==> src/rtl/core/ksq_pkg.sv <==
`timescale 1ns / 1ps
// shared types, codes and field layout for the keyed shift queue
package ksq_pkg;

  // request operation codes (tuser of the input channel)
  localparam logic [1:0] CMD_ENQ  = 2'd0;
  localparam logic [1:0] CMD_DEQ  = 2'd1;
  localparam logic [1:0] CMD_FIND = 2'd2;
  localparam logic [1:0] CMD_DEL  = 2'd3;

  // result status codes (tuser of the output channel)
  localparam logic [1:0] ST_OK    = 2'd0;
  localparam logic [1:0] ST_FULL  = 2'd1;
  localparam logic [1:0] ST_EMPTY = 2'd2;
  localparam logic [1:0] ST_RANGE = 2'd3;

  // fixed field widths
  localparam int CMD_W      = 2;
  localparam int STAT_W     = 2;
  localparam int ITEM_KEY_W = 64;
  localparam int DUR_W      = 8;
  localparam int PRICE_W    = 20;
  localparam int HOLD_W     = 8;
  localparam int POS_W      = 4;
  localparam int SLOT_W     = 5;
  localparam int FILL_W     = 5;

  // input tdata layout
  localparam int IN_DUR_LSB   = ITEM_KEY_W;
  localparam int IN_PRICE_LSB = IN_DUR_LSB + DUR_W;
  localparam int IN_HOLD_LSB  = IN_PRICE_LSB + PRICE_W;
  localparam int IN_POS_LSB   = IN_HOLD_LSB + HOLD_W;
  localparam int IN_TDATA_W   = IN_POS_LSB + POS_W;

  // output tdata layout
  localparam int OUT_SLOT_LSB  = ITEM_KEY_W + DUR_W + PRICE_W + HOLD_W;
  localparam int OUT_FOUND_LSB = OUT_SLOT_LSB + SLOT_W;
  localparam int OUT_FILL_LSB  = OUT_FOUND_LSB + 1;
  localparam int OUT_USED_W    = OUT_FILL_LSB + FILL_W;
  localparam int OUT_TDATA_W   = ((OUT_USED_W + 7) / 8) * 8;
  localparam int OUT_PAD_W     = OUT_TDATA_W - OUT_USED_W;

  // default sizing
  localparam int DEF_DEPTH     = 16;
  localparam int DEF_KEY_WIDTH = 64;

  // controller to datapath commands
  typedef struct packed {
    logic             lat_in;
    logic             clr_res;
    logic             set_status;
    logic [STAT_W-1:0] status_code;
    logic             enq_write;
    logic             cnt_inc;
    logic             cnt_dec;
    logic             ptr_zero;
    logic             ptr_pos;
    logic             rd_issue;
    logic             cap_rec;
    logic             shift_write;
    logic             set_found;
    logic             set_notfound;
    logic             out_load;
  } ksq_cmd_t;

  // datapath to controller status
  typedef struct packed {
    logic [CMD_W-1:0] op;
    logic             full;
    logic             empty;
    logic             pos_bad;
    logic             ptr_end;
    logic             rd_vld;
    logic             rd_match;
    logic             rd_is_base;
    logic             out_free;
  } ksq_stat_t;

endpackage

==> src/rtl/core/keyed_shift_queue.sv <==
`timescale 1ns / 1ps
// keyed shift queue: bounded record fifo with find by key and delete at slot
//
// Requests arrive on the in_ stream: tuser carries the operation (enqueue,
// dequeue, find by key, delete at slot), tdata the key, record fields and slot.
// Every request yields exactly one result on the out_ stream: tuser carries
// the status, tdata the removed record, the find outcome and the fill count.
// One request is taken at a time; in_tready is high only between requests.
// Each request runs through the execute state, then a find or shift walk
// where needed, then the done state, which loads the result into the output
// register; a full enqueue, an empty dequeue and a bad slot are refused
// in the execute state.
// in_tready returns the cycle after the result is loaded, so a new request
// is taken only once the last one has its result loaded.
// The find walk and the shift walk go one slot per cycle through the single
// read port of the record store; the read data is registered before use.
// A finished result waits in the output register while the receiver stalls;
// the next request is still accepted and runs until its own result is ready,
// then holds until the register frees.
// Reset empties the queue (count cleared); stored records need no clearing.
module keyed_shift_queue import ksq_pkg::*; #(
  parameter int DEPTH     = DEF_DEPTH,
  parameter int KEY_WIDTH = DEF_KEY_WIDTH
) (
  input  logic                   clk,
  input  logic                   rst_n,
  input  logic                   in_tvalid,
  output logic                   in_tready,
  // key[63:0], item_duration[71:64], item_price[91:72], item_hold[99:92],
  // position[103:100]
  input  logic [IN_TDATA_W-1:0]  in_tdata,
  // cmd[1:0]
  input  logic [CMD_W-1:0]       in_tuser,
  output logic                   out_tvalid,
  input  logic                   out_tready,
  // out_key[63:0], out_duration[71:64], out_price[91:72], out_hold[99:92],
  // found_slot[104:100], found[105], fill_count[110:106], zero[111]
  output logic [OUT_TDATA_W-1:0] out_tdata,
  // status[1:0]
  output logic [STAT_W-1:0]      out_tuser
);

  ksq_cmd_t  cmd;
  ksq_stat_t stat;

  // sequencer
  ksq_ctrl u_ctrl (
    .clk       (clk),
    .rst_n     (rst_n),
    .in_tvalid (in_tvalid),
    .in_tready (in_tready),
    .stat      (stat),
    .cmd       (cmd)
  );

  // storage and result path
  ksq_dpath #(
    .DEPTH     (DEPTH),
    .KEY_WIDTH (KEY_WIDTH)
  ) u_dpath (
    .clk        (clk),
    .rst_n      (rst_n),
    .in_tdata   (in_tdata),
    .in_tuser   (in_tuser),
    .out_tready (out_tready),
    .out_tvalid (out_tvalid),
    .out_tdata  (out_tdata),
    .out_tuser  (out_tuser),
    .cmd        (cmd),
    .stat       (stat)
  );

  // a held result is never overwritten
  assert property (@(posedge clk) disable iff (!rst_n)
    cmd.out_load |-> stat.out_free)
    else $error("result loaded over a pending one");

  // append and shift never contend for the write port
  assert property (@(posedge clk) disable iff (!rst_n)
    !(cmd.enq_write && (cmd.shift_write || cmd.cap_rec)))
    else $error("store write conflict");

  // one request at a time
  assert property (@(posedge clk) disable iff (!rst_n)
    (in_tvalid && in_tready) |=> !in_tready)
    else $error("request accepted while busy");

  // a refused request carries no record and no find hit
  assert property (@(posedge clk) disable iff (!rst_n)
    (out_tvalid && (out_tuser != ST_OK)) |->
      (out_tdata[OUT_FOUND_LSB] == 1'b0) && (out_tdata[ITEM_KEY_W-1:0] == '0))
    else $error("refused request returned data");

endmodule

==> src/rtl/core/ksq_ctrl.sv <==
`timescale 1ns / 1ps
// sequencing state machine of the keyed shift queue
module ksq_ctrl import ksq_pkg::*; (
  input  logic      clk,
  input  logic      rst_n,
  input  logic      in_tvalid,
  output logic      in_tready,
  input  ksq_stat_t stat,
  output ksq_cmd_t  cmd
);

  localparam logic [2:0] S_IDLE  = 3'd0;
  localparam logic [2:0] S_EXEC  = 3'd1;
  localparam logic [2:0] S_FIND  = 3'd2;
  localparam logic [2:0] S_SHIFT = 3'd3;
  localparam logic [2:0] S_DONE  = 3'd4;

  logic [2:0] state_r;
  logic [2:0] state_nxt;

  // state register
  always_ff @(posedge clk) begin
    if (!rst_n) begin
      state_r <= S_IDLE;
    end else begin
      state_r <= state_nxt;
    end
  end

  assign in_tready = (state_r == S_IDLE);

  // next state and commands
  always_comb begin
    cmd       = '0;
    state_nxt = state_r;
    unique case (state_r)
      S_IDLE: begin
        if (in_tvalid) begin
          cmd.lat_in = 1'b1;
          state_nxt  = S_EXEC;
        end
      end
      S_EXEC: begin
        cmd.clr_res = 1'b1;
        unique case (stat.op)
          CMD_ENQ: begin
            if (stat.full) begin
              cmd.set_status  = 1'b1;
              cmd.status_code = ST_FULL;
            end else begin
              cmd.enq_write = 1'b1;
              cmd.cnt_inc   = 1'b1;
            end
            state_nxt = S_DONE;
          end
          CMD_DEQ: begin
            if (stat.empty) begin
              cmd.set_status  = 1'b1;
              cmd.status_code = ST_EMPTY;
              state_nxt       = S_DONE;
            end else begin
              cmd.ptr_zero = 1'b1;
              state_nxt    = S_SHIFT;
            end
          end
          CMD_FIND: begin
            cmd.ptr_zero = 1'b1;
            state_nxt    = S_FIND;
          end
          CMD_DEL: begin
            if (stat.pos_bad) begin
              cmd.set_status  = 1'b1;
              cmd.status_code = ST_RANGE;
              state_nxt       = S_DONE;
            end else begin
              cmd.ptr_pos = 1'b1;
              state_nxt   = S_SHIFT;
            end
          end
          default: begin
            state_nxt = S_DONE;
          end
        endcase
      end
      // one slot read per cycle, compare on the registered data
      S_FIND: begin
        if (stat.rd_vld && stat.rd_match) begin
          cmd.set_found = 1'b1;
          state_nxt     = S_DONE;
        end else if (!stat.ptr_end) begin
          cmd.rd_issue = 1'b1;
        end else if (!stat.rd_vld) begin
          cmd.set_notfound = 1'b1;
          state_nxt        = S_DONE;
        end
      end
      // first read is the removed record, later reads move down one slot
      S_SHIFT: begin
        if (!stat.ptr_end) begin
          cmd.rd_issue = 1'b1;
        end
        if (stat.rd_vld) begin
          if (stat.rd_is_base) begin
            cmd.cap_rec = 1'b1;
          end else begin
            cmd.shift_write = 1'b1;
          end
        end
        if (stat.ptr_end && !stat.rd_vld) begin
          cmd.cnt_dec = 1'b1;
          state_nxt   = S_DONE;
        end
      end
      S_DONE: begin
        if (stat.out_free) begin
          cmd.out_load = 1'b1;
          state_nxt    = S_IDLE;
        end
      end
      default: begin
        state_nxt = S_IDLE;
      end
    endcase
  end

endmodule

==> src/rtl/core/ksq_dpath.sv <==
`timescale 1ns / 1ps
// record store, pointers, result staging and output register of the queue
module ksq_dpath import ksq_pkg::*; #(
  parameter int DEPTH     = DEF_DEPTH,
  parameter int KEY_WIDTH = DEF_KEY_WIDTH
) (
  input  logic                   clk,
  input  logic                   rst_n,
  input  logic [IN_TDATA_W-1:0]  in_tdata,
  input  logic [CMD_W-1:0]       in_tuser,
  input  logic                   out_tready,
  output logic                   out_tvalid,
  output logic [OUT_TDATA_W-1:0] out_tdata,
  output logic [STAT_W-1:0]      out_tuser,
  input  ksq_cmd_t               cmd,
  output ksq_stat_t              stat
);

  localparam int ADDR_W = $clog2(DEPTH);
  localparam int CNT_W  = $clog2(DEPTH + 1);
  localparam int CMP_W  = (CNT_W > POS_W) ? CNT_W : POS_W;
  localparam int REC_W  = KEY_WIDTH + DUR_W + PRICE_W + HOLD_W;

  // latched request
  logic [CMD_W-1:0]     op_r;
  logic [KEY_WIDTH-1:0] key_r;
  logic [DUR_W-1:0]     dur_r;
  logic [PRICE_W-1:0]   price_r;
  logic [HOLD_W-1:0]    hold_r;
  logic [POS_W-1:0]     pos_r;

  // queue control
  logic [CNT_W-1:0]  cnt_r;
  logic [CNT_W-1:0]  ptr_r;
  logic [ADDR_W-1:0] base_r;
  logic [CMP_W-1:0]  pos_ext;

  // record store and its read side
  logic [REC_W-1:0]  mem [DEPTH];
  logic [REC_W-1:0]  rd_data_r;
  logic [ADDR_W-1:0] rd_addr_r;
  logic              rd_vld_r;
  logic              mem_we;
  logic [ADDR_W-1:0] mem_waddr;
  logic [REC_W-1:0]  mem_wdata;

  // result staging
  logic [STAT_W-1:0] res_status_r;
  logic [REC_W-1:0]  res_rec_r;
  logic [CNT_W-1:0]  res_slot_r;
  logic              res_found_r;

  // output register
  logic                   out_vld_r;
  logic [STAT_W-1:0]      out_status_r;
  logic [OUT_TDATA_W-1:0] out_data_r;
  logic [OUT_TDATA_W-1:0] out_data_nxt;
  logic [CNT_W+SLOT_W-1:0] slot_wide;
  logic [CNT_W+FILL_W-1:0] fill_wide;

  // request latch, key trimmed to the stored width
  always_ff @(posedge clk) begin
    if (cmd.lat_in) begin
      op_r    <= in_tuser;
      key_r   <= in_tdata[KEY_WIDTH-1:0];
      dur_r   <= in_tdata[IN_DUR_LSB +: DUR_W];
      price_r <= in_tdata[IN_PRICE_LSB +: PRICE_W];
      hold_r  <= in_tdata[IN_HOLD_LSB +: HOLD_W];
      pos_r   <= in_tdata[IN_POS_LSB +: POS_W];
    end
  end

  assign pos_ext = CMP_W'(pos_r);

  // record count
  always_ff @(posedge clk) begin
    if (!rst_n) begin
      cnt_r <= '0;
    end else if (cmd.cnt_inc) begin
      cnt_r <= cnt_r + CNT_W'(1);
    end else if (cmd.cnt_dec) begin
      cnt_r <= cnt_r - CNT_W'(1);
    end
  end

  // walk pointer and the slot being removed
  always_ff @(posedge clk) begin
    if (cmd.ptr_zero) begin
      ptr_r  <= '0;
      base_r <= '0;
    end else if (cmd.ptr_pos) begin
      ptr_r  <= pos_ext[CNT_W-1:0];
      base_r <= pos_ext[ADDR_W-1:0];
    end else if (cmd.rd_issue) begin
      ptr_r  <= ptr_r + CNT_W'(1);
    end
  end

  // write port: append at the tail, or move a record down one slot
  assign mem_we    = cmd.enq_write | cmd.shift_write;
  assign mem_waddr = cmd.shift_write ? (rd_addr_r - ADDR_W'(1)) : cnt_r[ADDR_W-1:0];
  assign mem_wdata = cmd.shift_write ? rd_data_r : {hold_r, price_r, dur_r, key_r};

  always_ff @(posedge clk) begin
    if (mem_we) begin
      mem[mem_waddr] <= mem_wdata;
    end
    if (cmd.rd_issue) begin
      rd_data_r <= mem[ptr_r[ADDR_W-1:0]];
      rd_addr_r <= ptr_r[ADDR_W-1:0];
    end
  end

  always_ff @(posedge clk) begin
    if (!rst_n) begin
      rd_vld_r <= 1'b0;
    end else begin
      rd_vld_r <= cmd.rd_issue;
    end
  end

  // result staging
  always_ff @(posedge clk) begin
    if (cmd.clr_res) begin
      res_status_r <= ST_OK;
      res_rec_r    <= '0;
      res_slot_r   <= '0;
      res_found_r  <= 1'b0;
    end
    if (cmd.set_status) begin
      res_status_r <= cmd.status_code;
    end
    if (cmd.cap_rec) begin
      res_rec_r <= rd_data_r;
    end
    if (cmd.set_found) begin
      res_found_r <= 1'b1;
      res_slot_r  <= CNT_W'(rd_addr_r);
    end
    if (cmd.set_notfound) begin
      res_slot_r <= cnt_r;
    end
  end

  // result packing, slot and count cut to the port width
  assign slot_wide = {{SLOT_W{1'b0}}, res_slot_r};
  assign fill_wide = {{FILL_W{1'b0}}, cnt_r};
  assign out_data_nxt = {{OUT_PAD_W{1'b0}},
                         fill_wide[FILL_W-1:0],
                         res_found_r,
                         slot_wide[SLOT_W-1:0],
                         res_rec_r[KEY_WIDTH+DUR_W+PRICE_W +: HOLD_W],
                         res_rec_r[KEY_WIDTH+DUR_W +: PRICE_W],
                         res_rec_r[KEY_WIDTH +: DUR_W],
                         ITEM_KEY_W'(res_rec_r[KEY_WIDTH-1:0])};

  // output register
  always_ff @(posedge clk) begin
    if (!rst_n) begin
      out_vld_r <= 1'b0;
    end else if (cmd.out_load) begin
      out_vld_r <= 1'b1;
    end else if (out_tready) begin
      out_vld_r <= 1'b0;
    end
  end

  always_ff @(posedge clk) begin
    if (cmd.out_load) begin
      out_status_r <= res_status_r;
      out_data_r   <= out_data_nxt;
    end
  end

  assign out_tvalid = out_vld_r;
  assign out_tdata  = out_data_r;
  assign out_tuser  = out_status_r;

  // status towards the controller
  always_comb begin
    stat            = '0;
    stat.op         = op_r;
    stat.full       = (cnt_r == CNT_W'(DEPTH));
    stat.empty      = (cnt_r == '0);
    stat.pos_bad    = (pos_ext >= CMP_W'(cnt_r));
    stat.ptr_end    = (ptr_r >= cnt_r);
    stat.rd_vld     = rd_vld_r;
    stat.rd_match   = (rd_data_r[KEY_WIDTH-1:0] == key_r);
    stat.rd_is_base = (rd_addr_r == base_r);
    stat.out_free   = !out_vld_r || out_tready;
  end

endmodule
==> config.mk <==
export PLATFORM = sky130hd
export DESIGN_NAME = keyed_shift_queue
export DESIGN_NICKNAME = d
export VERILOG_FILES = /design/src/rtl/core/ksq_pkg.sv /design/src/rtl/core/keyed_shift_queue.sv /design/src/rtl/core/ksq_ctrl.sv /design/src/rtl/core/ksq_dpath.sv
export SDC_FILE = /design/constraint.sdc
export NUM_CORES = 2
export LEC_CHECK = 0
export ABC_AREA = 1
export ABC_CLOCK_PERIOD_IN_PS = 17600
export BUFFER_PORTS_ARGS = -buffer_cell sky130_fd_sc_hd__clkbuf_2
export CAP_MARGIN = 0
export CORE_ASPECT_RATIO = 1.75
export CORE_MARGIN = 10
export CORE_UTILIZATION = 50
export DETAILED_ROUTE_END_ITERATION = 12
export PLACE_DENSITY = 0.72
export SYNTH_ARGS = -nofsm -noshare
export SYNTH_HDL_FRONTEND = slang
export SYNTH_SLANG_ARGS = --single-unit
==> constraint.sdc <==
create_clock -name clk -period 17.6 [get_ports clk]
set_input_delay 0.88 -clock clk [delete_from_list [all_inputs] [get_ports clk]]
set_output_delay 0.88 -clock clk [all_outputs]
set_load 0.1 [all_outputs]
==> results.ini <==
[place]
place_hpwl_um=109000
dp_worst_setup_slack_ns=12.32
place_congestion=0.856
io_buffers=224

[sta]
slew_violations=0
setup_tns_ns=0
hold_violations=0
fin_crit_sh_pct=30.2
slew_headroom_pct=7.08
finalClockSkew_ns=0.0401
period_minus_slack_ns=5.31
rsz0062_at_grt=no
worstMarginPinSlew_ns=1.38
fin_ws_ns=12.29
max_freq_mhz=188
setup_viol=0

[synthesis]
synth_seq_cells=2050
synthCells=5509
synth_edf_count=2030
syn-num-nets=5638
netlist_area_sq_um=79100
synth.distinct_cells=43
ys_seq_area_share_pct=77.5
postSynth.asyncResetShare_pct=0
yosysWarnings=0
synth_ff_type=edfxtp_1
synth_area_per_cell_sq_um=14.4

[power_and_ir_drop]
p_leak_nw=29.2
ir_worst_vdd_uv=97.5
power_per_cell_area_nw_per_um2=137
total_power_w=0.0120

[final_layout]
final_nets=5797
drive_gt1_share_pct=10.9
area_growth_pct=11.3
fin_util_pct=55.8

[clock_tree]
cts-hold-fix-buffers=0
postCtsResizedCells=0
clkLatencyLatePin_ns=0.83
cts_setup_buffers=0
cts_tree=built
cts.sinks=2050
cts.path.max_buffers=3
clockRootBuffer=clkbuf_16
htreeDepth=4
cts.clk_slew.worst_paths_ns=0.07
cts_buffers=176

[global_route]
antenna_found_initial=4
grt_pass1_wl_um=294000
grt_max_degree=239
met3_usage_pct=4.19
use_met1_pct=28.2
grtUsageMet2_pct=36.7
track_usage_pct=22.1
grt_pass1_vias=46900
overflow=0
busiest_layer=met2

[floorplanning]
pin_count=226
placementRows=193
die_w_um=321
design.die.area_sq_um=175000
die_h_um=546
start_util_pct=50.2
core_sq_um=158000

[routing]
via_count=47200
routed_wl_um=198000
drtIter0Drc=5804
drc_errors=0
ant_nets=0
wire_per_inst_um=25.1
drtPass1Iterations=6
viasPerCell=6.01

[min_path]
min_path_type=input port to flop

[worst_setup_path]
crit_chain=inv_2 -> nor3_4 -> nand3_4 -> a21oi_2 -> nand2_1 -> nor2_4 -> buf_4 -> buf_4
cp_num_buf_inv=3
crit_type=flop to flop
cp_common_cell=buf_4
max_stage_delay_ns=0.94
slowest_stage=nor2_4
startpoint_type=flop
crit_fanout=64
cp_top_family=simple AND/OR/NAND/NOR gates
critical_path_required_ns=18.05
arrival_ns=5.76
cp-end-kind=flop

[flow_run]
drv_cap=0

[outcome]
status=finished, final reports clean

## cell type report
type / count / area (sq um)
fill: 11900 / 69600
sequential: 2050 / 61400
multi-input combinational: 2940 / 15800
clock buffer: 215 / 4630
tap: 2047 / 2560
timing repair buffer: 319 / 1910
clock inverter: 104 / 1100
inverter: 181 / 701
antenna: 4 / 10.0
## cell families after synthesis
kind of cell    count (synthesis)  share of synthesized area, %
mux                           167                          2.11
fa+ha+maj                      19                         0.310
flops                        2050                          77.5
other cells                     1                       0.00474
xor+xnor                       23                         0.255
compound gates               1002                          8.38
simple gates                 1728                          8.67
buf+inv                       519                          2.72
## state kept, by name, indices dropped and copies added (netlist names), 5 cells and up
name and flops:
u_dpath.hold_r 8, u_dpath.price_r 20, u_dpath.rd_data_r 100, u_dpath.out_tdata 111, u_dpath.res_slot_r 5, u_dpath.key_r 64, u_dpath.mem 1600, u_dpath.ptr_r 5
u_dpath.dur_r 8, u_dpath.cnt_r 5, u_dpath.res_rec_r 100
## stage by stage
step | cells | area (sq um) | hold WS, ns
after CTS | 7856 | 88000 | 0.172
after floorplan | 5509 | 79100 | 0.400
after detailed placement | 7537 | 82300 | 0.405
final | 7860 | 88100 | 0.228
after global routing | 7857 | 88000 | 0.202
after global placement | 7537 | 82300 | 0.403
## worst paths after layout
path / startpoint / endpoint / slack (ns) / cells past startpoint
worst max-delay path: u_ctrl.state_r[0] / u_dpath.mem[5][57] / 12.29 / 8
worst min-delay path: in_tdata[89] / u_dpath.price_r[17] / 0.23 / 1
worst max register to register: u_ctrl.state_r[0] / u_dpath.mem[5][57] / 12.29 / 8
worst min register to register: u_dpath.res_rec_r[98] / u_dpath.out_tdata[98] / 0.41 / 0
## placed cells by master, fill, tap and decap left out, types with 6 or more instances in the layout
cell type and n:
edfxtp_1 2030, nor2_1 1020, nand2_1 476, o21ai_0 459, o32ai_1 233, clkbuf_2 224, nand3_1 188, clkbuf_16 179
inv_1 172, mux2i_1 167, o221ai_1 167, buf_4 89, o21ai_1 73, clkinv_2 38, o211ai_1 34, clkbuf_1 34
a21oi_1 22, xnor2_1 21, clkinv_1 21, ha_1 18, bufinv_16 18, dfxtp_1 17, nor2_4 16, clkinvlp_4 11
o22ai_1 7, inv_6 7, buf_12 6
## worst register-to-register path, stage by stage, from the launching register on
cell and delay [ns]:
dfxtp_1 0.43, inv_2 0.11, nor3_4 0.33, nand3_4 0.64, a21oi_2 0.61, nand2_1 0.33
nor2_4 0.94, buf_4 0.75, buf_4 0.77
## synthesized netlist by cell type (7+ instances only)
cell type,n,area [sq um]
edfxtp_1,2030,61000
o21ai_0,468,2340
xnor2_1,21,184
inv_1,176,661
clkbuf_1,223,837
buf_4,23,173
buf_2,73,365
a21oi_1,22,110
dfxtp_1,20,400
ha_1,18,225
nand2_1,478,1790
mux2i_1,167,1670
nand3_1,188,941
nor3_1,7,35.0
o211ai_1,34,255
nor2_1,1033,3880
o22ai_1,7,43.8
o221ai_1,167,1460
buf_1,16,60.1
o21ai_1,64,320
o32ai_1,233,2040
## layer usage
layer | share of wire, % | vias up
met3 | 8.1 | 419
li1 | - | 20800
met4 | 4.1 | 4
met5 | 0.011 | -
met1 | 39 | 23700
met2 | 49 | 2264
## power by group
group | switching [W] | leakage (nW) | total [W] | internal [W]
sequential | 0.000121 | 18.6 | 0.00587 | 0.00575
clock | 0.00175 | 2.79 | 0.00390 | 0.00215
combinational | 0.00167 | 7.80 | 0.00228 | 0.000609
No activity file was read; power rests on OpenSTA's default activity.
